**config.mk**
```make
export PLATFORM = sky130hd
export DESIGN_NAME = pwm_capture_measure_unit_flat
export DESIGN_NICKNAME = d
export VERILOG_FILES = /design/src/hdl/pcm_pkg.sv /design/src/hdl/pcm_if.sv /design/src/hdl/pcm_div.sv /design/src/hdl/pcm_datapath.sv /design/src/hdl/pcm_ctrl.sv /design/src/hdl/pwm_capture_measure_unit.sv /design/src/flat_wrapper.sv
export VERILOG_INCLUDE_DIRS = /design/src /design/src/hdl
export SDC_FILE = /design/constraint.sdc
export NUM_CORES = 1
export LEC_CHECK = 0
export BUFFER_PORTS_ARGS = -buffer_cell sky130_fd_sc_hd__buf_2
export CORE_UTILIZATION = 50
export CTS_BUF_LIST = sky130_fd_sc_hd__clkbuf_4 sky130_fd_sc_hd__clkbuf_8
export DETAILED_ROUTE_END_ITERATION = 16
export GPL_TIMING_DRIVEN = 0
export PLACE_DENSITY_LB_ADDON = 0.05
export SYNTH_ARGS = -nofsm -noshare
export SYNTH_HDL_FRONTEND = slang
export SYNTH_SLANG_ARGS = --single-unit
```
**constraint.sdc**
```tcl
create_clock -name clk_i -period 5.37 [get_ports clk_i]
set_input_delay 0.8055 -clock clk_i [delete_from_list [all_inputs] [get_ports clk_i]]
set_output_delay 0.8055 -clock clk_i [all_outputs]
set_load 0.01 [all_outputs]
```
**src/hdl/pwm_capture_measure_unit_macros.svh**
```systemverilog
// Assertion helpers shared by the measurement unit.
`ifndef PWM_CAPTURE_MEASURE_UNIT_MACROS_SVH
`define PWM_CAPTURE_MEASURE_UNIT_MACROS_SVH

// The consequent must hold in the same cycle as the antecedent.
`define PCM_ASSERT_SAME(label, clk, rst_n, ante, cons) \
  label: assert property (@(posedge clk) disable iff (!rst_n) (ante) |-> (cons)) \
    else $error("pwm capture measure: same-cycle check failed");

// The consequent must hold in the cycle after the antecedent.
`define PCM_ASSERT_NEXT(label, clk, rst_n, ante, cons) \
  label: assert property (@(posedge clk) disable iff (!rst_n) (ante) |=> (cons)) \
    else $error("pwm capture measure: next-cycle check failed");

`endif

```
**src/hdl/pcm_pkg.sv**
```systemverilog
`default_nettype none

package pcm_pkg;

  localparam int STAMP_BITS = 16;

  localparam int TIME_W   = 16;
  localparam int STATUS_W = 2;
  localparam int DUTY_W   = 7;
  localparam int CLK_W    = 27;
  localparam int PS_W     = 3;
  localparam int CFG_IDX_W = 2;
  localparam int SHIFT_W  = 4;

  localparam int DUTY_SCALE = 100;

  // The quotient unit must hold the clock, the scaled period and the scaled high time.
  localparam int DIV_W_A = (STAMP_BITS + 10 > CLK_W) ? STAMP_BITS + 10 : CLK_W;
  localparam int DIV_W   = (STAMP_BITS + 7 > DIV_W_A) ? STAMP_BITS + 7 : DIV_W_A;
  localparam int CNT_W   = $clog2(DIV_W + 1);

  localparam logic MODE_START = 1'b0;
  localparam logic MODE_EDGE  = 1'b1;

  localparam logic [STATUS_W-1:0] STATUS_OK      = 2'd0;
  localparam logic [STATUS_W-1:0] STATUS_ORDER   = 2'd1;
  localparam logic [STATUS_W-1:0] STATUS_STOPPED = 2'd2;

  localparam logic [CFG_IDX_W-1:0] CFG_PRESCALE = 2'd0;
  localparam logic [CFG_IDX_W-1:0] CFG_CLOCK    = 2'd1;

  localparam logic [PS_W-1:0] PS_DIV1    = 3'd1;
  localparam logic [PS_W-1:0] PS_DIV8    = 3'd2;
  localparam logic [PS_W-1:0] PS_DIV64   = 3'd3;
  localparam logic [PS_W-1:0] PS_DIV256  = 3'd4;
  localparam logic [PS_W-1:0] PS_DIV1024 = 3'd5;

  localparam logic [PS_W-1:0] PS_RESET = PS_DIV1;
  localparam logic [CLK_W-1:0] CLOCK_RESET = 27'd8000000;

  // Every prescale factor is a power of two, so the period is scaled by a shift.
  function automatic logic [SHIFT_W-1:0] prescale_shift(input logic [PS_W-1:0] code);
    logic [SHIFT_W-1:0] sh;
    case (code)
      PS_DIV1:    sh = '0;
      PS_DIV8:    sh = SHIFT_W'($clog2(8));
      PS_DIV64:   sh = SHIFT_W'($clog2(64));
      PS_DIV256:  sh = SHIFT_W'($clog2(256));
      PS_DIV1024: sh = SHIFT_W'($clog2(1024));
      default:    sh = '0;
    endcase
    return sh;
  endfunction

  function automatic logic prescale_stopped(input logic [PS_W-1:0] code);
    return !(code == PS_DIV1 || code == PS_DIV8 || code == PS_DIV64 ||
             code == PS_DIV256 || code == PS_DIV1024);
  endfunction

  typedef struct packed {
    logic cap_first;
    logic cap_fall;
    logic cap_last;
    logic div_start;
    logic div_sel_freq;
    logic save_duty;
    logic load_err;
    logic load_ok;
  } ctrl_cmd_t;

  typedef struct packed {
    logic err_order;
    logic err_stop;
    logic div_busy;
    logic div_done;
  } dp_status_t;

  typedef struct packed {
    logic busy;
    logic done;
  } div_status_t;

endpackage

`default_nettype wire

```
**src/hdl/pcm_if.sv**
```systemverilog
`default_nettype none

interface pcm_in_if;
  import pcm_pkg::*;
  logic              valid;
  logic              ready;
  logic              mode;
  logic [TIME_W-1:0] edge_time;
  logic              edge_rising;
  modport source (output valid, output mode, output edge_time, output edge_rising,
                  input ready);
  modport sink   (input valid, input mode, input edge_time, input edge_rising,
                  output ready);
endinterface

interface pcm_out_if;
  import pcm_pkg::*;
  logic                valid;
  logic                ready;
  logic [STATUS_W-1:0] status;
  logic [TIME_W-1:0]   period_ticks;
  logic [TIME_W-1:0]   high_ticks;
  logic [DUTY_W-1:0]   duty_percent;
  logic [CLK_W-1:0]    freq_hz;
  modport source (output valid, output status, output period_ticks, output high_ticks,
                  output duty_percent, output freq_hz, input ready);
  modport sink   (input valid, input status, input period_ticks, input high_ticks,
                  input duty_percent, input freq_hz, output ready);
endinterface

interface pcm_cfg_if;
  import pcm_pkg::*;
  logic                 valid;
  logic                 ready;
  logic [CFG_IDX_W-1:0] reg_index;
  logic [CLK_W-1:0]     data;
  modport source (output valid, output reg_index, output data, input ready);
  modport sink   (input valid, input reg_index, input data, output ready);
endinterface

`default_nettype wire

```
**src/hdl/pcm_div.sv**
```systemverilog
`default_nettype none

module pcm_div (
  input  logic                      clk_i,
  input  logic                      rst_ni,
  input  logic                      start_i,
  input  logic [pcm_pkg::DIV_W-1:0] num_i,
  input  logic [pcm_pkg::DIV_W-1:0] den_i,
  output pcm_pkg::div_status_t      status_o,
  output logic [pcm_pkg::DIV_W-1:0] quot_o
);
  import pcm_pkg::*;

  logic [DIV_W-1:0] rem_q, rem_d;
  logic [DIV_W-1:0] quo_q, quo_d;
  logic [DIV_W-1:0] den_q;
  logic [CNT_W-1:0] cnt_q;
  logic             busy_q, done_q;
  logic [DIV_W:0]   trial;
  logic [DIV_W:0]   diff;

  // Restoring division, one quotient bit per cycle. Numerator bits leave the
  // top of quo_q while quotient bits enter at the bottom.
  always_comb begin
    trial = {rem_q, quo_q[DIV_W-1]};
    diff  = trial - {1'b0, den_q};
    if (!diff[DIV_W]) begin
      rem_d = diff[DIV_W-1:0];
      quo_d = {quo_q[DIV_W-2:0], 1'b1};
    end else begin
      rem_d = trial[DIV_W-1:0];
      quo_d = {quo_q[DIV_W-2:0], 1'b0};
    end
  end

  always_ff @(posedge clk_i or negedge rst_ni) begin
    if (!rst_ni) begin
      busy_q <= 1'b0;
      done_q <= 1'b0;
      cnt_q  <= '0;
    end else begin
      done_q <= 1'b0;
      if (start_i) begin
        busy_q <= 1'b1;
        cnt_q  <= '0;
      end else if (busy_q) begin
        cnt_q <= cnt_q + CNT_W'(1);
        if (cnt_q == CNT_W'(DIV_W - 1)) begin
          busy_q <= 1'b0;
          done_q <= 1'b1;
        end
      end
    end
  end

  always_ff @(posedge clk_i) begin
    if (start_i) begin
      rem_q <= '0;
      quo_q <= num_i;
      den_q <= den_i;
    end else if (busy_q) begin
      rem_q <= rem_d;
      quo_q <= quo_d;
    end
  end

  assign status_o.busy = busy_q;
  assign status_o.done = done_q;
  assign quot_o        = quo_q;

endmodule

`default_nettype wire

```
**src/hdl/pcm_datapath.sv**
```systemverilog
`default_nettype none

module pcm_datapath (
  input  logic                          clk_i,
  input  logic                          rst_ni,
  input  pcm_pkg::ctrl_cmd_t            cmd_i,
  output pcm_pkg::dp_status_t           status_o,
  input  logic [pcm_pkg::TIME_W-1:0]    edge_time_i,
  input  logic                          cfg_we_i,
  input  logic [pcm_pkg::CFG_IDX_W-1:0] cfg_index_i,
  input  logic [pcm_pkg::CLK_W-1:0]     cfg_data_i,
  output logic [pcm_pkg::STATUS_W-1:0]  status_field_o,
  output logic [pcm_pkg::TIME_W-1:0]    period_ticks_o,
  output logic [pcm_pkg::TIME_W-1:0]    high_ticks_o,
  output logic [pcm_pkg::DUTY_W-1:0]    duty_percent_o,
  output logic [pcm_pkg::CLK_W-1:0]     freq_hz_o
);
  import pcm_pkg::*;

  logic [PS_W-1:0]       prescale_q;
  logic [CLK_W-1:0]      clock_q;
  logic [STAMP_BITS-1:0] stamp;
  logic [STAMP_BITS-1:0] first_q, fall_q, last_q;
  logic [STAMP_BITS-1:0] period, high;
  logic [DUTY_W-1:0]     duty_q;
  logic [DIV_W-1:0]      div_num, div_den, quot;
  div_status_t           div_st;

  logic [STATUS_W-1:0]   status_q;
  logic [TIME_W-1:0]     period_q, high_q;
  logic [DUTY_W-1:0]     duty_out_q;
  logic [CLK_W-1:0]      freq_q;

  assign stamp  = STAMP_BITS'(edge_time_i);
  assign period = last_q - first_q;
  assign high   = fall_q - first_q;

  always_ff @(posedge clk_i or negedge rst_ni) begin
    if (!rst_ni) begin
      prescale_q <= PS_RESET;
      clock_q    <= CLOCK_RESET;
    end else if (cfg_we_i) begin
      case (cfg_index_i)
        CFG_PRESCALE: prescale_q <= cfg_data_i[PS_W-1:0];
        CFG_CLOCK:    clock_q    <= cfg_data_i;
        default: ;
      endcase
    end
  end

  always_ff @(posedge clk_i) begin
    if (cmd_i.cap_first) first_q <= stamp;
    if (cmd_i.cap_fall)  fall_q  <= stamp;
    if (cmd_i.cap_last)  last_q  <= stamp;
  end

  // Duty is computed first, then the frequency reuses the same divider.
  always_comb begin
    if (cmd_i.div_sel_freq) begin
      div_num = DIV_W'(clock_q);
      div_den = DIV_W'(period) << prescale_shift(prescale_q);
    end else begin
      div_num = DIV_W'(high) * DIV_W'(DUTY_SCALE);
      div_den = DIV_W'(period);
    end
  end

  pcm_div u_div (
    .clk_i    (clk_i),
    .rst_ni   (rst_ni),
    .start_i  (cmd_i.div_start),
    .num_i    (div_num),
    .den_i    (div_den),
    .status_o (div_st),
    .quot_o   (quot)
  );

  always_ff @(posedge clk_i) begin
    if (cmd_i.save_duty) duty_q <= DUTY_W'(quot);
    if (cmd_i.load_err) begin
      status_q   <= status_o.err_order ? STATUS_ORDER : STATUS_STOPPED;
      period_q   <= '0;
      high_q     <= '0;
      duty_out_q <= '0;
      freq_q     <= '0;
    end else if (cmd_i.load_ok) begin
      status_q   <= STATUS_OK;
      period_q   <= TIME_W'(period);
      high_q     <= TIME_W'(high);
      duty_out_q <= duty_q;
      freq_q     <= CLK_W'(quot);
    end
  end

  assign status_o.err_order = !(first_q < fall_q && fall_q < last_q);
  assign status_o.err_stop  = prescale_stopped(prescale_q);
  assign status_o.div_busy  = div_st.busy;
  assign status_o.div_done  = div_st.done;

  assign status_field_o = status_q;
  assign period_ticks_o = period_q;
  assign high_ticks_o   = high_q;
  assign duty_percent_o = duty_out_q;
  assign freq_hz_o      = freq_q;

endmodule

`default_nettype wire

```
**src/hdl/pcm_ctrl.sv**
```systemverilog
`default_nettype none
`include "pwm_capture_measure_unit_macros.svh"

module pcm_ctrl (
  input  logic                clk_i,
  input  logic                rst_ni,
  input  logic                in_valid_i,
  output logic                in_ready_o,
  input  logic                mode_i,
  input  logic                edge_rising_i,
  output logic                out_valid_o,
  input  logic                out_ready_i,
  output pcm_pkg::ctrl_cmd_t  cmd_o,
  input  pcm_pkg::dp_status_t dp_status_i
);
  import pcm_pkg::*;

  typedef enum logic [1:0] {
    ST_CAPTURE,
    ST_EVAL,
    ST_DUTY,
    ST_FREQ
  } state_e;

  typedef enum logic [1:0] {
    PH_RISE1,
    PH_FALL,
    PH_RISE2,
    PH_IDLE
  } phase_e;

  state_e state_q, state_d;
  phase_e phase_q, phase_d;
  logic   out_valid_q, out_valid_d;
  logic   accept;
  logic   eval_err;

  // A closing edge would need the output register, so edges stall while
  // a result is still waiting there and the measurement is one edge away.
  assign in_ready_o = (state_q == ST_CAPTURE) && !(out_valid_q && phase_q == PH_RISE2);
  assign accept     = in_valid_i && in_ready_o;
  assign eval_err   = dp_status_i.err_order || dp_status_i.err_stop;

  always_comb begin
    state_d     = state_q;
    phase_d     = phase_q;
    out_valid_d = out_valid_q && !out_ready_i;
    cmd_o       = '0;
    case (state_q)
      ST_CAPTURE: begin
        if (accept) begin
          if (mode_i == MODE_START) begin
            phase_d = PH_RISE1;
          end else if (phase_q == PH_RISE1 && edge_rising_i) begin
            cmd_o.cap_first = 1'b1;
            phase_d         = PH_FALL;
          end else if (phase_q == PH_FALL && !edge_rising_i) begin
            cmd_o.cap_fall = 1'b1;
            phase_d        = PH_RISE2;
          end else if (phase_q == PH_RISE2 && edge_rising_i) begin
            cmd_o.cap_last = 1'b1;
            phase_d        = PH_IDLE;
            state_d        = ST_EVAL;
          end
        end
      end
      ST_EVAL: begin
        if (eval_err) begin
          cmd_o.load_err = 1'b1;
          out_valid_d    = 1'b1;
          state_d        = ST_CAPTURE;
        end else begin
          cmd_o.div_start = 1'b1;
          state_d         = ST_DUTY;
        end
      end
      ST_DUTY: begin
        if (dp_status_i.div_done) begin
          cmd_o.save_duty    = 1'b1;
          cmd_o.div_start    = 1'b1;
          cmd_o.div_sel_freq = 1'b1;
          state_d            = ST_FREQ;
        end
      end
      ST_FREQ: begin
        cmd_o.div_sel_freq = 1'b1;
        if (dp_status_i.div_done) begin
          cmd_o.load_ok = 1'b1;
          out_valid_d   = 1'b1;
          state_d       = ST_CAPTURE;
        end
      end
      default: begin
        state_d = ST_CAPTURE;
      end
    endcase
  end

  always_ff @(posedge clk_i or negedge rst_ni) begin
    if (!rst_ni) begin
      state_q     <= ST_CAPTURE;
      phase_q     <= PH_IDLE;
      out_valid_q <= 1'b0;
    end else begin
      state_q     <= state_d;
      phase_q     <= phase_d;
      out_valid_q <= out_valid_d;
    end
  end

  assign out_valid_o = out_valid_q;

  `PCM_ASSERT_SAME(a_no_result_during_eval, clk_i, rst_ni, state_q != ST_CAPTURE, !out_valid_q)
  `PCM_ASSERT_SAME(a_div_running, clk_i, rst_ni, state_q == ST_DUTY || state_q == ST_FREQ, dp_status_i.div_busy || dp_status_i.div_done)
  `PCM_ASSERT_NEXT(a_error_result, clk_i, rst_ni, state_q == ST_EVAL && eval_err, out_valid_q && state_q == ST_CAPTURE)
  `PCM_ASSERT_NEXT(a_freq_result, clk_i, rst_ni, state_q == ST_FREQ && dp_status_i.div_done, out_valid_q && state_q == ST_CAPTURE)

endmodule

`default_nettype wire

```
**src/hdl/pwm_capture_measure_unit.sv**
```systemverilog
`default_nettype none
// Channel   Dir  Beat contents
// in_i      in   mode, edge_time, edge_rising
// out_o     out  status, period_ticks, high_ticks, duty_percent, freq_hz
// cfg_i     in   reg_index, data (0 prescale_select, 1 clock_hz)
//
// Start beats and edges that do not close a measurement are taken one per cycle unless the input stalls as below.
// A closing rising edge shows its result after the shared 27-bit divider, retiring one
// quotient bit per cycle, has worked out the duty and then the frequency; an order or
// stopped-prescaler error shows its result straight after the evaluation state.
// Reset is asynchronous and active low; the block idles until a start beat.
// Input stalls from a closing edge until its result is shown, and while a result
// waits in the output register with the measurement one edge from closing.
module pwm_capture_measure_unit (
  input  logic      clk_i,
  input  logic      rst_ni,
  pcm_in_if.sink    in_i,
  pcm_out_if.source out_o,
  pcm_cfg_if.sink   cfg_i
);
  import pcm_pkg::*;

  ctrl_cmd_t  cmd;
  dp_status_t dp_status;

  assign cfg_i.ready = 1'b1;

  pcm_ctrl u_ctrl (
    .clk_i         (clk_i),
    .rst_ni        (rst_ni),
    .in_valid_i    (in_i.valid),
    .in_ready_o    (in_i.ready),
    .mode_i        (in_i.mode),
    .edge_rising_i (in_i.edge_rising),
    .out_valid_o   (out_o.valid),
    .out_ready_i   (out_o.ready),
    .cmd_o         (cmd),
    .dp_status_i   (dp_status)
  );

  pcm_datapath u_datapath (
    .clk_i          (clk_i),
    .rst_ni         (rst_ni),
    .cmd_i          (cmd),
    .status_o       (dp_status),
    .edge_time_i    (in_i.edge_time),
    .cfg_we_i       (cfg_i.valid && cfg_i.ready),
    .cfg_index_i    (cfg_i.reg_index),
    .cfg_data_i     (cfg_i.data),
    .status_field_o (out_o.status),
    .period_ticks_o (out_o.period_ticks),
    .high_ticks_o   (out_o.high_ticks),
    .duty_percent_o (out_o.duty_percent),
    .freq_hz_o      (out_o.freq_hz)
  );

endmodule

`default_nettype wire
```
**src/flat_wrapper.sv**
```systemverilog
// flat-port wrapper written by rule: the top's interface ports become plain ports
module pwm_capture_measure_unit_flat import pcm_pkg::*;
  (clk_i, rst_ni, in_i_valid, in_i_mode, in_i_edge_time, in_i_edge_rising, in_i_ready, out_o_valid, out_o_status, out_o_period_ticks, out_o_high_ticks, out_o_duty_percent, out_o_freq_hz, out_o_ready, cfg_i_valid, cfg_i_reg_index, cfg_i_data, cfg_i_ready);
  pcm_in_if in_i_i ();
  pcm_out_if out_o_i ();
  pcm_cfg_if cfg_i_i ();
  input  logic clk_i;
  input  logic rst_ni;
  input wire logic [$bits(in_i_i.valid)-1:0] in_i_valid;
  input wire logic [$bits(in_i_i.mode)-1:0] in_i_mode;
  input wire logic [$bits(in_i_i.edge_time)-1:0] in_i_edge_time;
  input wire logic [$bits(in_i_i.edge_rising)-1:0] in_i_edge_rising;
  output wire logic [$bits(in_i_i.ready)-1:0] in_i_ready;
  output wire logic [$bits(out_o_i.valid)-1:0] out_o_valid;
  output wire logic [$bits(out_o_i.status)-1:0] out_o_status;
  output wire logic [$bits(out_o_i.period_ticks)-1:0] out_o_period_ticks;
  output wire logic [$bits(out_o_i.high_ticks)-1:0] out_o_high_ticks;
  output wire logic [$bits(out_o_i.duty_percent)-1:0] out_o_duty_percent;
  output wire logic [$bits(out_o_i.freq_hz)-1:0] out_o_freq_hz;
  input wire logic [$bits(out_o_i.ready)-1:0] out_o_ready;
  input wire logic [$bits(cfg_i_i.valid)-1:0] cfg_i_valid;
  input wire logic [$bits(cfg_i_i.reg_index)-1:0] cfg_i_reg_index;
  input wire logic [$bits(cfg_i_i.data)-1:0] cfg_i_data;
  output wire logic [$bits(cfg_i_i.ready)-1:0] cfg_i_ready;
  assign in_i_i.valid = in_i_valid;
  assign in_i_i.mode = in_i_mode;
  assign in_i_i.edge_time = in_i_edge_time;
  assign in_i_i.edge_rising = in_i_edge_rising;
  assign in_i_ready = in_i_i.ready;
  assign out_o_valid = out_o_i.valid;
  assign out_o_status = out_o_i.status;
  assign out_o_period_ticks = out_o_i.period_ticks;
  assign out_o_high_ticks = out_o_i.high_ticks;
  assign out_o_duty_percent = out_o_i.duty_percent;
  assign out_o_freq_hz = out_o_i.freq_hz;
  assign out_o_i.ready = out_o_ready;
  assign cfg_i_i.valid = cfg_i_valid;
  assign cfg_i_i.reg_index = cfg_i_reg_index;
  assign cfg_i_i.data = cfg_i_data;
  assign cfg_i_ready = cfg_i_i.ready;
  pwm_capture_measure_unit u_core (.clk_i(clk_i), .rst_ni(rst_ni), .in_i(in_i_i), .out_o(out_o_i), .cfg_i(cfg_i_i));
endmodule
```
==> results of run 1 <==
-- cell type report --
type	instances	area [um2]
fill	2638	11800
clock buffer	64	793
sequential	246	6260
multi-input combinational	1163	8370
buffer	65	274
clock inverter	17	204
tap	390	488
inverter	139	524
timing repair buffer	146	805
-- power groups by stage --
stage | sequential (mW) | clock, mW | combinational (mW)
CTS | 2.64 | 2.00 | 4.38
global route | 2.68 | 2.08 | 5.19
floorplan | 2.60 | 0 | 3.14
detailed placement | 2.67 | 0 | 4.21
global placement | 2.66 | 0 | 4.15
finish | 2.64 | 1.96 | 4.69
-- repair_timing --
item                       4_1_cts  5_1_grt
resized for setup               35       41
setup endpoints to repair        8        8
buffers inserted                10       11
pin swaps                       22       38
-- kinds of logic (layout without fill, tap and decap cells) --
logic type	count (synthesis)	count (layout)	share of synthesized area, %
simple gates	446	446	13.3
buf+inv	204	431	5.31
compound gates	441	441	18.3
other cells	2	2	0.0501
fa+ha+maj	146	146	12.9
mux	63	63	4.46
flops	246	246	41.8
xor+xnor	65	65	3.93
-- per-stage QoR --
step                      instances  utilization, %  TNS [ps]
after CTS                      2219            58.9         0
final                          2230            59.9         0
after detailed placement       2128            54.6     -3900
after global placement         2124            54.4     -3970
after global routing           2230            59.9      -355
after floorplan                1613               -         0
-- cells in the mapped netlist, drive strengths merged (5+ instances only) --
library cell,count,area [um2]
clkbuf,50,188
o31ai,5,37.5
nor2b,7,43.8
and2,6,37.5
or2,6,37.5
a211oi,18,140
fa,14,280
nand4,9,56.3
a31oi,13,81.3
o21bai,6,45.0
nor3b,7,57.6
and3,11,68.8
nand2b,6,37.5
nor3,21,105
edfxtp,111,3330
a211o,7,61.3
o21a,14,105
xor2,17,149
dfxtp,93,1860
a21oi,171,867
dfstp,10,263
o211ai,7,52.6
nand3,28,140
o21ai,99,495
inv,138,518
buf,15,86.3
o22ai,7,43.8
nand3b,7,52.6
nor4,9,56.3
a21o,41,308
a221o,5,50.1
or3,13,81.3
nor2,102,383
xnor2,48,439
nand2,208,783
dfrtp,32,801
ha,132,1650
mux2i,33,330
mux2,30,338
-- layer usage --
layer,GRT usage (%),vias to the layer above,routed length [um]
met4,10.1,0,1280
met5,0,-,0
li1,-,6120,-
met1,38.5,6019,19900
met3,4.22,76,2320
met2,43.0,372,19100
-- sequential cells by signal (all words and copies together), names as in the netlist, 5 cells and up, named ones only --
register and count:
u_core.u_datapath.first_q 16, u_core.u_datapath.u_div.cnt_q 5, u_core.u_datapath.high_ticks_o 16, u_core.u_datapath.freq_hz_o 27, u_core.u_datapath.last_q 16, u_core.u_datapath.duty_q 7
u_core.u_datapath.clock_q 27, u_core.u_datapath.duty_percent_o 7, u_core.u_datapath.u_div.quot_o 27, u_core.u_datapath.period_ticks_o 16, u_core.u_datapath.u_div.den_q 27, u_core.u_datapath.u_div.rem_q 27
u_core.u_datapath.fall_q 16
-- how the worst max path moves through the flow --
stage                     depth (start not counted)                                 end
after global placement                           24  u_core.u_datapath.u_div.quot_o[22]
after global routing                             25  u_core.u_datapath.u_div.quot_o[22]
final                                            21  u_core.u_datapath.u_div.quot_o[21]
after floorplan                                  26  u_core.u_datapath.u_div.quot_o[22]
after CTS                                        22  u_core.u_datapath.u_div.quot_o[21]
after detailed placement                         24  u_core.u_datapath.u_div.quot_o[22]
-- worst max-delay path, delay by kind of cell, from the launching register on --
family	cells	cell delay, ps
adder cells (fa/ha/maj)	6	1990
AND/OR/NAND/NOR	2	530
buffers and inverters	4	350
AO/OA/AOI/OAI	7	1340
flip-flops	1	400
XOR/XNOR	2	440
==> summary.md, run 1 <==
| Metric | Value |
|---|---|
| Outcome | finished clean |
| DP Wirelength | 31,600 um |
| FP Rows | 63 |
| Ant diodes | 0 |
| Routability Congestion | ~0.95 |
| Worst R2R End | u_core.u_datapath.u_div.quot_o[21] |
| Worst setup margin | 50.4 ps |
| Clock Sinks | 246 |
| Fin crit period | 5320 ps |
| Final slew viol count | 0 |
| Crit-path slowest cell | fa_1 |
| Vias in the first global route | 12,000 |
| Clk root buf | clkbuf_8 |
| Clock latency at the later pin of the worst-skew pair | 590 ps |
| Hold Buf Count CTS | 0 |
| Mapped Cells | 1,613 |
| Die height | 175 um |
| Main flop type after synthesis | edfxtp_1 |
| Net Count, Synth | 1,811 |
| Hold WS | between 400 and 500 ps |
| Seq/Total Area, Yosys | roughly two fifths |
| H-tree depth | 2 |
| Max Cap Violations | 0 |
| WP data required | 5700 ps |
| EDFF count, synth | 111 |
| Largest stage delay on the critical path | 510 ps |
| Worst-path maximum fanout | 5 |
| First-pass GRT wire length | ~66,000 um |
| Die width | 175 um |
| Initial Util | between 50% and 60% |
| Clock group share of total power | between 20% and 30% |
| Placed cell areas | 16,100 um2 |
| Total CTS buffers | between 40 and 50 |
| Crit path DAT | 5650 ps |
| Vias | between 10,000 and 15,000 |
| CTS tree | done |
| Area of the mapped netlist | 15,000 um2 |
| Crit. End Element | flop |
| Register-to-register setup slack | 50 ps |
| Commonest non-fill, non-tap cells in the layout | nand2_1 (207), a21oi_1 (163), inv_1 (131) |
| Largest net degree at the start of global routing | 43 |
| Async SR Flop Fraction | 17.1% |
| Total power | 9.30 mW |
| Full die area | around 31,000 um2 |
| YS warnings | 0 |
| Clock tree buffer depth | 3 |
| Flop pwr share | 28.4% |
| Sw Ratio | a little over 40% |
| Final Skew | 24.6 ps |
| Min-Delay Path Class | primary input to asynchronous set/reset pin |
| Syn avg cell area | around 9.3 um2 |
| R2r startpoint | u_core.u_datapath.fall_q[0] |
| RSZ-0062 raised after global routing | true |
| DRT Wirelength | 42,600 um |
| Antenna violations before repair | 0 |
| Internal power | 5.52 mW |
| CP startpoint | u_core.u_datapath.fall_q[0] |
| Synth unique cells | 82 |
| Share of layout cells above drive strength 1 | approximately a fifth |
| Worst-margin pin slew | 1210 ps |
| FF+latch count, synth | 246 |
| Setup CP Type | flop to flop |
| Static Leak | 7.77 nW |
| Fin. Hold Viols | 0 |
| DRT antenna net count | 0 |
| Global route overflow | 0 |
| Combinational share of power | 50.5% |
| Initial DRC Count | between 900 and 1,000 |
| Commonest non-fill, non-tap cell in the layout | nand2_1 |
| Ports | 123 |
| Cell chain of the critical path | inv_2, ha_4, inv_1, fa_2, a21o_1, a21oi_4, o221ai_4, xnor2_4, buf_6, inv_1, ha_1, ha_1, fa_1, ha_4, nand3_1, or4_4, a31oi_4, a21bo_2, a21oi_2, xnor2_2, a221o_1 |
| Clk pin slew, worst setup/hold paths | 60 ps |
| Pwr dens | 525 nW/um2 |
| Max IR drop VDD | 0.000269 V |
| Pre-Repair DR Iteration Count | 7 |
| Final Instance Area | 17,700 um2 |
| Slew headroom | 19.0% |
| Wire per inst | 19.1 um |
| Startpoint types | flop |
| DRC violations left | 0 |
| Nets | between 2,000 and 2,500 |
| Final setup viols | 0 |
| Pre-CTS setup slack | -836 ps |
| DR vias/cell | 5.64 |
| Period Utilization, post-route | 99.1% |
| Net Sw Power | 3.78 mW |
| I/O Buffers | 121 |
| Peak Freq | 0.188 GHz |
| GRT Util Overall | 27.5% |
| Worst R2R Path Depth | 21 |
| Area growth syn-to-layout | 18.3% |
| Area of the core | 29,600 um2 |
No activity file was read; power rests on OpenSTA's default activity.
==> inputs of run 2 (changes only) <==
==> constraint.sdc (replaced) <==
create_clock -name clk_i -period 6.4 [get_ports clk_i]
set_input_delay 0.96 -clock clk_i [delete_from_list [all_inputs] [get_ports clk_i]]
set_output_delay 0.96 -clock clk_i [all_outputs]
set_load 0.01 [all_outputs]
==> run 2 against run 1 <==
Clock skew grew 7.7 ps. Worst setup slack better by 380 ps. Die area did not move. Register-to-register slack gained 380 ps. Non-clock buffer count down 20. Clock power is 12% lower. Sequential power shrank 16%. Wire length down 2.3%. Via count down 1.3%. Final area is 2.9% lower. Total power down 19%. Critical path type unchanged. Largest power group unchanged.
==> summary.md, run 2 (synthesized netlist as in run 1, its figures left out) <==
| Metric | Value |
|---|---|
| Outcome | finished clean |
| Nets | 1,983 (-1.0%) |
| Final Skew | 32.3 ps (+7.70 ps) |
| Met2 WL | 18,700 um (-2.4%) |
| Top cell by count, worst path | ha_1 |
| Largest net degree at the start of global routing | 43 (unchanged) |
| Fin crit period | 5970 ps (+650 ps) |
| Hold Buf Count CTS | 0 (unchanged) |
| DR WL met3 | 1920 um (-17%) |
| Antenna violations before repair | 0 (unchanged) |
| Setup TNS Final | 0 ps (unchanged) |
| Total power | 7.53 mW (-19%) |
| Commonest non-fill, non-tap cells in the layout | nand2_1 (207), a21oi_1 (168), inv_1 (136) |
| DR vias/cell | 5.62 (-0.45%) |
| Post-Place Cells | 2,128 (unchanged) |
| Period Utilization, post-route | 93.3% (-5.8 points) |
| DRT Wirelength | 41,600 um (-2.3%) |
| Initial Util | 50.7% (unchanged) |
| GRT Util Overall | 27.1% (-0.44 points) |
| Full die area | 30,700 um2 (unchanged) |
| Static Leak | 7.60 nW (-2.2%) |
| Hold WS | 450 ps (+23.7 ps) |
| Ant diodes | 0 (unchanged) |
| Top sig layer | met4 |
| Worst setup margin | 431 ps (+380 ps) |
| Die height | 175 um (unchanged) |
| Startpoint types | flop |
| FP Rows | 63 (unchanged) |
| Final slew viol count | 0 (unchanged) |
| Setup CP Type | flop to flop |
| Placed cell areas | 16,100 um2 (unchanged) |
| Clk pin slew, worst setup/hold paths | 60 ps (about the same) |
| Commonest non-fill, non-tap cell in the layout | nand2_1 |
| CP bufs+invs | 3 (-1) |
| Clock tree buffer depth | 3 (unchanged) |
| Slew headroom | 15.9% (-3.1 points) |
| Vias | 12,400 (-1.3%) |
| Ports | 123 (unchanged) |
| Share of layout cells above drive strength 1 | 15.5% (-3.5 points) |
| Crit. End Element | flop |
| Total CTS buffers | 44 (unchanged) |
| DRT antenna net count | 0 (unchanged) |
| Worst-margin pin slew | 1250 ps (+46.8 ps) |
| Final Instance Area | 17,200 um2 (-2.9%) |
| Vias in the first global route | 12,000 (-0.025%) |
| I/O Buffers | 121 (unchanged) |
| Routability Congestion | 0.986 (+3.5%) |
| H-tree depth | 2 (unchanged) |
| Wire per inst | 18.8 um (-1.4%) |
| Clock Sinks | 246 (unchanged) |
| Pre-Repair DR Iteration Count | 6 (-1) |
| Min-Delay Path Class | flop to flop |
| First-pass GRT wire length | 64,900 um (-0.86%) |
| Crit-path slowest cell | fa_1 |
| Peak Freq | 0.168 GHz (-11%) |
| RSZ-0062 raised after global routing | false |
| Final core occ | 58.2% (-1.8 points) |
| Fin cells | 2,211 (-0.85%) |
| Worst-path maximum fanout | 5 (unchanged) |
| Largest delay contributor family on the critical path | compound AO/OA/AOI/OAI gates |
| DP Wirelength | 31,700 um (about the same) |
| Die width | 175 um (unchanged) |
| Initial DRC Count | 926 (-6.7%) |
| Crit path DAT | 6280 ps (+630 ps) |
| Fin. Hold Viols | 0 (unchanged) |
| WP data required | 6710 ps (+1010 ps) |
| Max IR drop VDD | 0.000217 V (-19%) |
| Global route overflow | 0 (unchanged) |
| Area growth syn-to-layout | 14.8% |
| Final setup viols | 0 (unchanged) |
| CTS tree | done |
| Area of the core | 29,600 um2 (unchanged) |
| Clk root buf | clkbuf_8 |
| Pre-CTS setup slack | -177 ps (+659 ps) |
| Largest stage delay on the critical path | 490 ps (-20 ps) |
| Clock latency at the later pin of the worst-skew pair | 560 ps (-30 ps) |
| DRC violations left | 0 (unchanged) |
| Pwr dens | 438 nW/um2 (-17%) |
| Max Cap Violations | 0 (unchanged) |
| M1 WL | 19,900 um (+0.39%) |
run 2: changes by cell type in the layout (fill, tap and decap cells not counted), sizes merged:
cell,before,now
inv,139,140
clkinvlp,0,1
clkinv,13,8
buf,161,141
bufinv,4,5
clkbuf,114,117
run 2: layout make-up:
| class | count | area, um2 |
|---|---|---|
| Fill cell | 2681 | 12400 |
| Sequential cell | 246 | 6260 |
| Clock inverter | 15 | 208 |
| Inverter | 139 | 522 |
| Buffer | 65 | 274 |
| Clock buffer | 67 | 835 |
| Multi-Input combinational cell | 1163 | 7960 |
| Tap cell | 390 | 488 |
| Timing Repair Buffer | 126 | 651 |
run 2: worst paths after layout:
path	from	end	slack [ps]	cells after the start
worst max-delay path	u_core.u_datapath.fall_q[1]	u_core.u_datapath.u_div.quot_o[22]	430	25
worst min-delay path	u_core.u_datapath.freq_hz_o[16]	u_core.u_datapath.freq_hz_o[16]	450	2
worst max register to register	u_core.u_datapath.fall_q[1]	u_core.u_datapath.u_div.quot_o[22]	430	25
worst min register to register	u_core.u_datapath.freq_hz_o[16]	u_core.u_datapath.freq_hz_o[16]	450	2
max in group asynchronous	rst_ni	u_core.u_datapath.prescale_q[1]	5090	1
min in group asynchronous	rst_ni	u_core.u_datapath.clock_q[23]	600	1
run 2: metal layers:
metal	GRT usage, %	vias up
li1	-	6072
met1	38.3	5929
met2	43.0	344
met3	3.37	78
met4	8.77	0
met5	0	-
run 2: where the power goes:
part	internal, mW	switching, mW
clock	1.04	0.677
combinational	1.44	2.16
sequential	2.02	0.196
total	4.50	3.03
run 2: worst register-to-register path, cell delays in order (launching register included):
cell and delay [ps]:
edfxtp_1 450, ha_1 320, nor2b_1 140, o21ai_1 160, a21boi_0 170, o21ai_2 210
a21boi_0 140, o21a_1 200, o21a_1 190, or2_2 350, inv_1 100, ha_1 230
ha_1 280, inv_1 50, fa_1 490, inv_1 40, ha_1 350, a21o_1 220
a211oi_1 250, o211ai_1 140, a31oi_2 270, o21bai_1 120, a21boi_2 170, o21ai_0 130
xnor2_1 210, a221o_1 340
run 2: timing repair:
action / CTS / global route
endpoints found under the setup margin: 2 / 5
setup buffers: 0 / 1
gates resized for setup: 2 / 6
pin swaps: 0 / 3
==> inputs of run 3 (changes only) <==
--- a/config.mk
+++ b/config.mk
@@ -7,6 +7,8 @@
 export NUM_CORES = 1
 export LEC_CHECK = 0
 export BUFFER_PORTS_ARGS = -buffer_cell sky130_fd_sc_hd__buf_2
+export CELL_PAD_IN_SITES_DETAIL_PLACEMENT = 1
+export CELL_PAD_IN_SITES_GLOBAL_PLACEMENT = 1
 export CORE_UTILIZATION = 50
 export CTS_BUF_LIST = sky130_fd_sc_hd__clkbuf_4 sky130_fd_sc_hd__clkbuf_8
 export DETAILED_ROUTE_END_ITERATION = 16
==> run 3 against run 2 <==
Clock skew up 11 ps. Total power up 0.11%. Via count is 3.6% higher. Largest power group unchanged. First-iteration DRC count is 24% lower. Sequential share of layout area increased by 0.23 points. Critical path depth fell by 1. Non-clock buffer count stayed put. Sequential cell count unchanged.
==> summary.md, run 3 (synthesized netlist as in run 1, its figures left out) <==
| Metric | Value |
|---|---|
| Ports | 123 (unchanged) |
| Area of the multi-input gates | 7960 um2 (about the same) |
| CP bufs+invs | 5 (+2) |
| Fin crit period | 6110 ps (+138 ps) |
| Internal power | 4.33 mW (-3.7%) |
| Pwr dens | 441 nW/um2 (+0.74%) |
| DP Wirelength | 35,900 um (+13%) |
| Period Utilization, post-route | 95.4% (+2.1 points) |
| Vias in the first global route | 13,500 (+13%) |
| H-tree depth | 2 (unchanged) |
| Cell chain of the critical path | inv_1, ha_1, inv_1, fa_1, a21o_1, a21oi_2, o221ai_2, xnor2_2, inv_1, ha_1, ha_1, inv_1, fa_1, inv_1, ha_1, a21o_1, a211oi_1, o211ai_1, a31oi_2, o21bai_1, a21boi_1, o21ai_0, xnor2_1, a221o_1 |
| CTS tree | done |
| Max Cap Violations | 0 (unchanged) |
| Largest stage delay on the critical path | 500 ps (about the same) |
| WP data required | 6730 ps (+20 ps) |
| Final slew viol count | 0 (unchanged) |
| Sw Ratio | 42.6% (+2.3 points) |
| I/O Buffers | 121 (unchanged) |
| Crit. End Element | flop |
| Global route overflow | 0 (unchanged) |
| Static Leak | 7.57 nW (-0.46%) |
| Clock latency at the later pin of the worst-skew pair | 590 ps (+30 ps) |
| Combinational share of power | 49.5% (+1.7 points) |
| Peak Freq | 0.164 GHz (-2.3%) |
| Final Skew | 43.8 ps (+11.5 ps) |
| Total power | 7.54 mW (+0.11%) |
| Share of layout cells above drive strength 1 | 15.6% (+0.10 points) |
| DRC violations left | 0 (unchanged) |
| GRT Util Overall | 30.5% (+3.4 points) |
| DRT Wirelength | 46,900 um (+13%) |
| Clock group share of total power | 20.9% (-1.9 points) |
| Pre-Repair DR Iteration Count | 5 (-1) |
| Initial Util | 50.7% (unchanged) |
| Die height | 175 um (unchanged) |
| Wire per inst | 21.2 um (+13%) |
| Flop pwr share | 29.6% (+0.2 points) |
| Total CTS buffers | 45 (+2.3%) |
| DRT antenna net count | 0 (unchanged) |
| Full die area | 30,700 um2 (unchanged) |
| Nets | 1,984 (+0.050%) |
| Setup CP Type | flop to flop |
| Fin cells | 2,212 (+0.045%) |
| RSZ-0062 raised after global routing | false |
| Clock tree buffer depth | 3 (unchanged) |
| Crit-path slowest cell | fa_1 |
| First-pass GRT wire length | 72,900 um (+12%) |
| Startpoint types | flop |
| Commonest non-fill, non-tap cells in the layout | nand2_1 (207), a21oi_1 (168), inv_1 (136) |
| Area of the core | 29,600 um2 (unchanged) |
| Outcome | finished clean |
| Ant diodes | 0 (unchanged) |
| Hold WS | 452 ps (+1.97 ps) |
| Slew headroom | 13.5% (-2.4 points) |
| Top cell by count, worst path | inv_1 |
| Worst-margin pin slew | 1290 ps (+36.1 ps) |
| Post-Place Cells | 2,128 (unchanged) |
| Net Sw Power | 3.21 mW (+5.8%) |
| Clk root buf | clkbuf_8 |
| FP Rows | 63 (unchanged) |
| Antenna violations before repair | 0 (unchanged) |
| Hold Buf Count CTS | 0 (unchanged) |
| Max IR drop VDD | 0.000260 V (+20%) |
| Final setup viols | 0 (unchanged) |
| Worst-path maximum fanout | 5 (unchanged) |
| Commonest non-fill, non-tap cell in the layout | nand2_1 |
| Min-Delay Path Class | flop to flop |
| Die width | 175 um (unchanged) |
| Crit path DAT | 6440 ps (+160 ps) |
| Largest net degree at the start of global routing | 43 (unchanged) |
| Clk pin slew, worst setup/hold paths | 60 ps (about the same) |
| FF+latch area | 6260 um2 (unchanged) |
| Fill cells | 3,484 (+30%) |
| Vias | 12,900 (+3.6%) |
| Largest delay contributor family on the critical path | compound AO/OA/AOI/OAI gates |
| DR vias/cell | 5.82 (+3.5%) |
| Area growth syn-to-layout | 14.1% |
| Routability Congestion | 0.951 (-3.6%) |
| Clock Sinks | 246 (unchanged) |
| Fin. Hold Viols | 0 (unchanged) |
| Initial DRC Count | 708 (-24%) |
## run 3: tightest hold or removal path: cells and delay by family, from the launching register on
family          cells  cell delay [ps]
flops               1              300
simple gates        1               50
compound gates      1               50
## run 3: routing by layer
layer / global-route usage [%] / vias to the layer above / wire length, um / share of wire (%)
met2: 52.9 / 305 / 22900 / 49
met1: 38.7 / 6388 / 20800 / 44
met5: 0 / - / 0 / 0
met3: 4.00 / 85 / 1770 / 3.8
li1: - / 6090 / - / -
met4: 10.8 / 0 / 1400 / 3.0
## run 3: final timing paths
| check | startpoint | end | slack, ps | depth (start not counted) |
|---|---|---|---|---|
| setup / recovery | u_core.u_datapath.fall_q[0] | u_core.u_datapath.u_div.quot_o[22] | 290 | 24 |
| hold / removal | u_core.u_datapath.freq_hz_o[14] | u_core.u_datapath.freq_hz_o[14] | 450 | 2 |
| setup reg to reg | u_core.u_datapath.fall_q[0] | u_core.u_datapath.u_div.quot_o[22] | 290 | 24 |
| hold reg to reg | u_core.u_datapath.freq_hz_o[14] | u_core.u_datapath.freq_hz_o[14] | 450 | 2 |
| max in group asynchronous | rst_ni | u_core.u_datapath.clock_q[10] | 5020 | 1 |
| min in group asynchronous | rst_ni | u_core.u_datapath.u_div.cnt_q[3] | 610 | 1 |
## run 3: layout make-up
class | count | area share, %
multi-input cells | 1163 | 46.6
flip-flops and latches | 246 | 36.6
clock inverters | 12 | 0.469
clock buffers | 71 | 5.02
repair buffers | 126 | 3.81
plain buffers | 65 | 1.60
inverters | 139 | 3.05
well taps | 390 | 2.86
## run 3: power groups by stage
| stage | Clock (mW) | Sequential, mW | Combinational [mW] |
|---|---|---|---|
| after floorplan | 0 | 2.18 | 2.63 |
| after global routing | 1.66 | 2.26 | 4.09 |
| after detailed placement | 0 | 2.25 | 3.66 |
| after CTS | 1.60 | 2.22 | 3.69 |
| final | 1.57 | 2.23 | 3.73 |
| after global placement | 0 | 2.23 | 3.50 |
## run 3: repair_timing
action	in CTS	in global routing
resized for setup	3	5
pin swaps	0	1
setup endpoints to repair	3	4
setup buffers	0	1
## run 3: metrics by stage
stage                     instance area (um2)  TNS (ps)  worst slack (ps)  util [%]
final                                   17100         0               293      57.8
after global routing                    17100         0              28.0      57.8
after CTS                               17100         0              8.36      57.8
after detailed placement                16100      -369              -282      54.6
after global placement                  16100     -77.2             -77.2      54.4
after floorplan                         15000         0               720         -
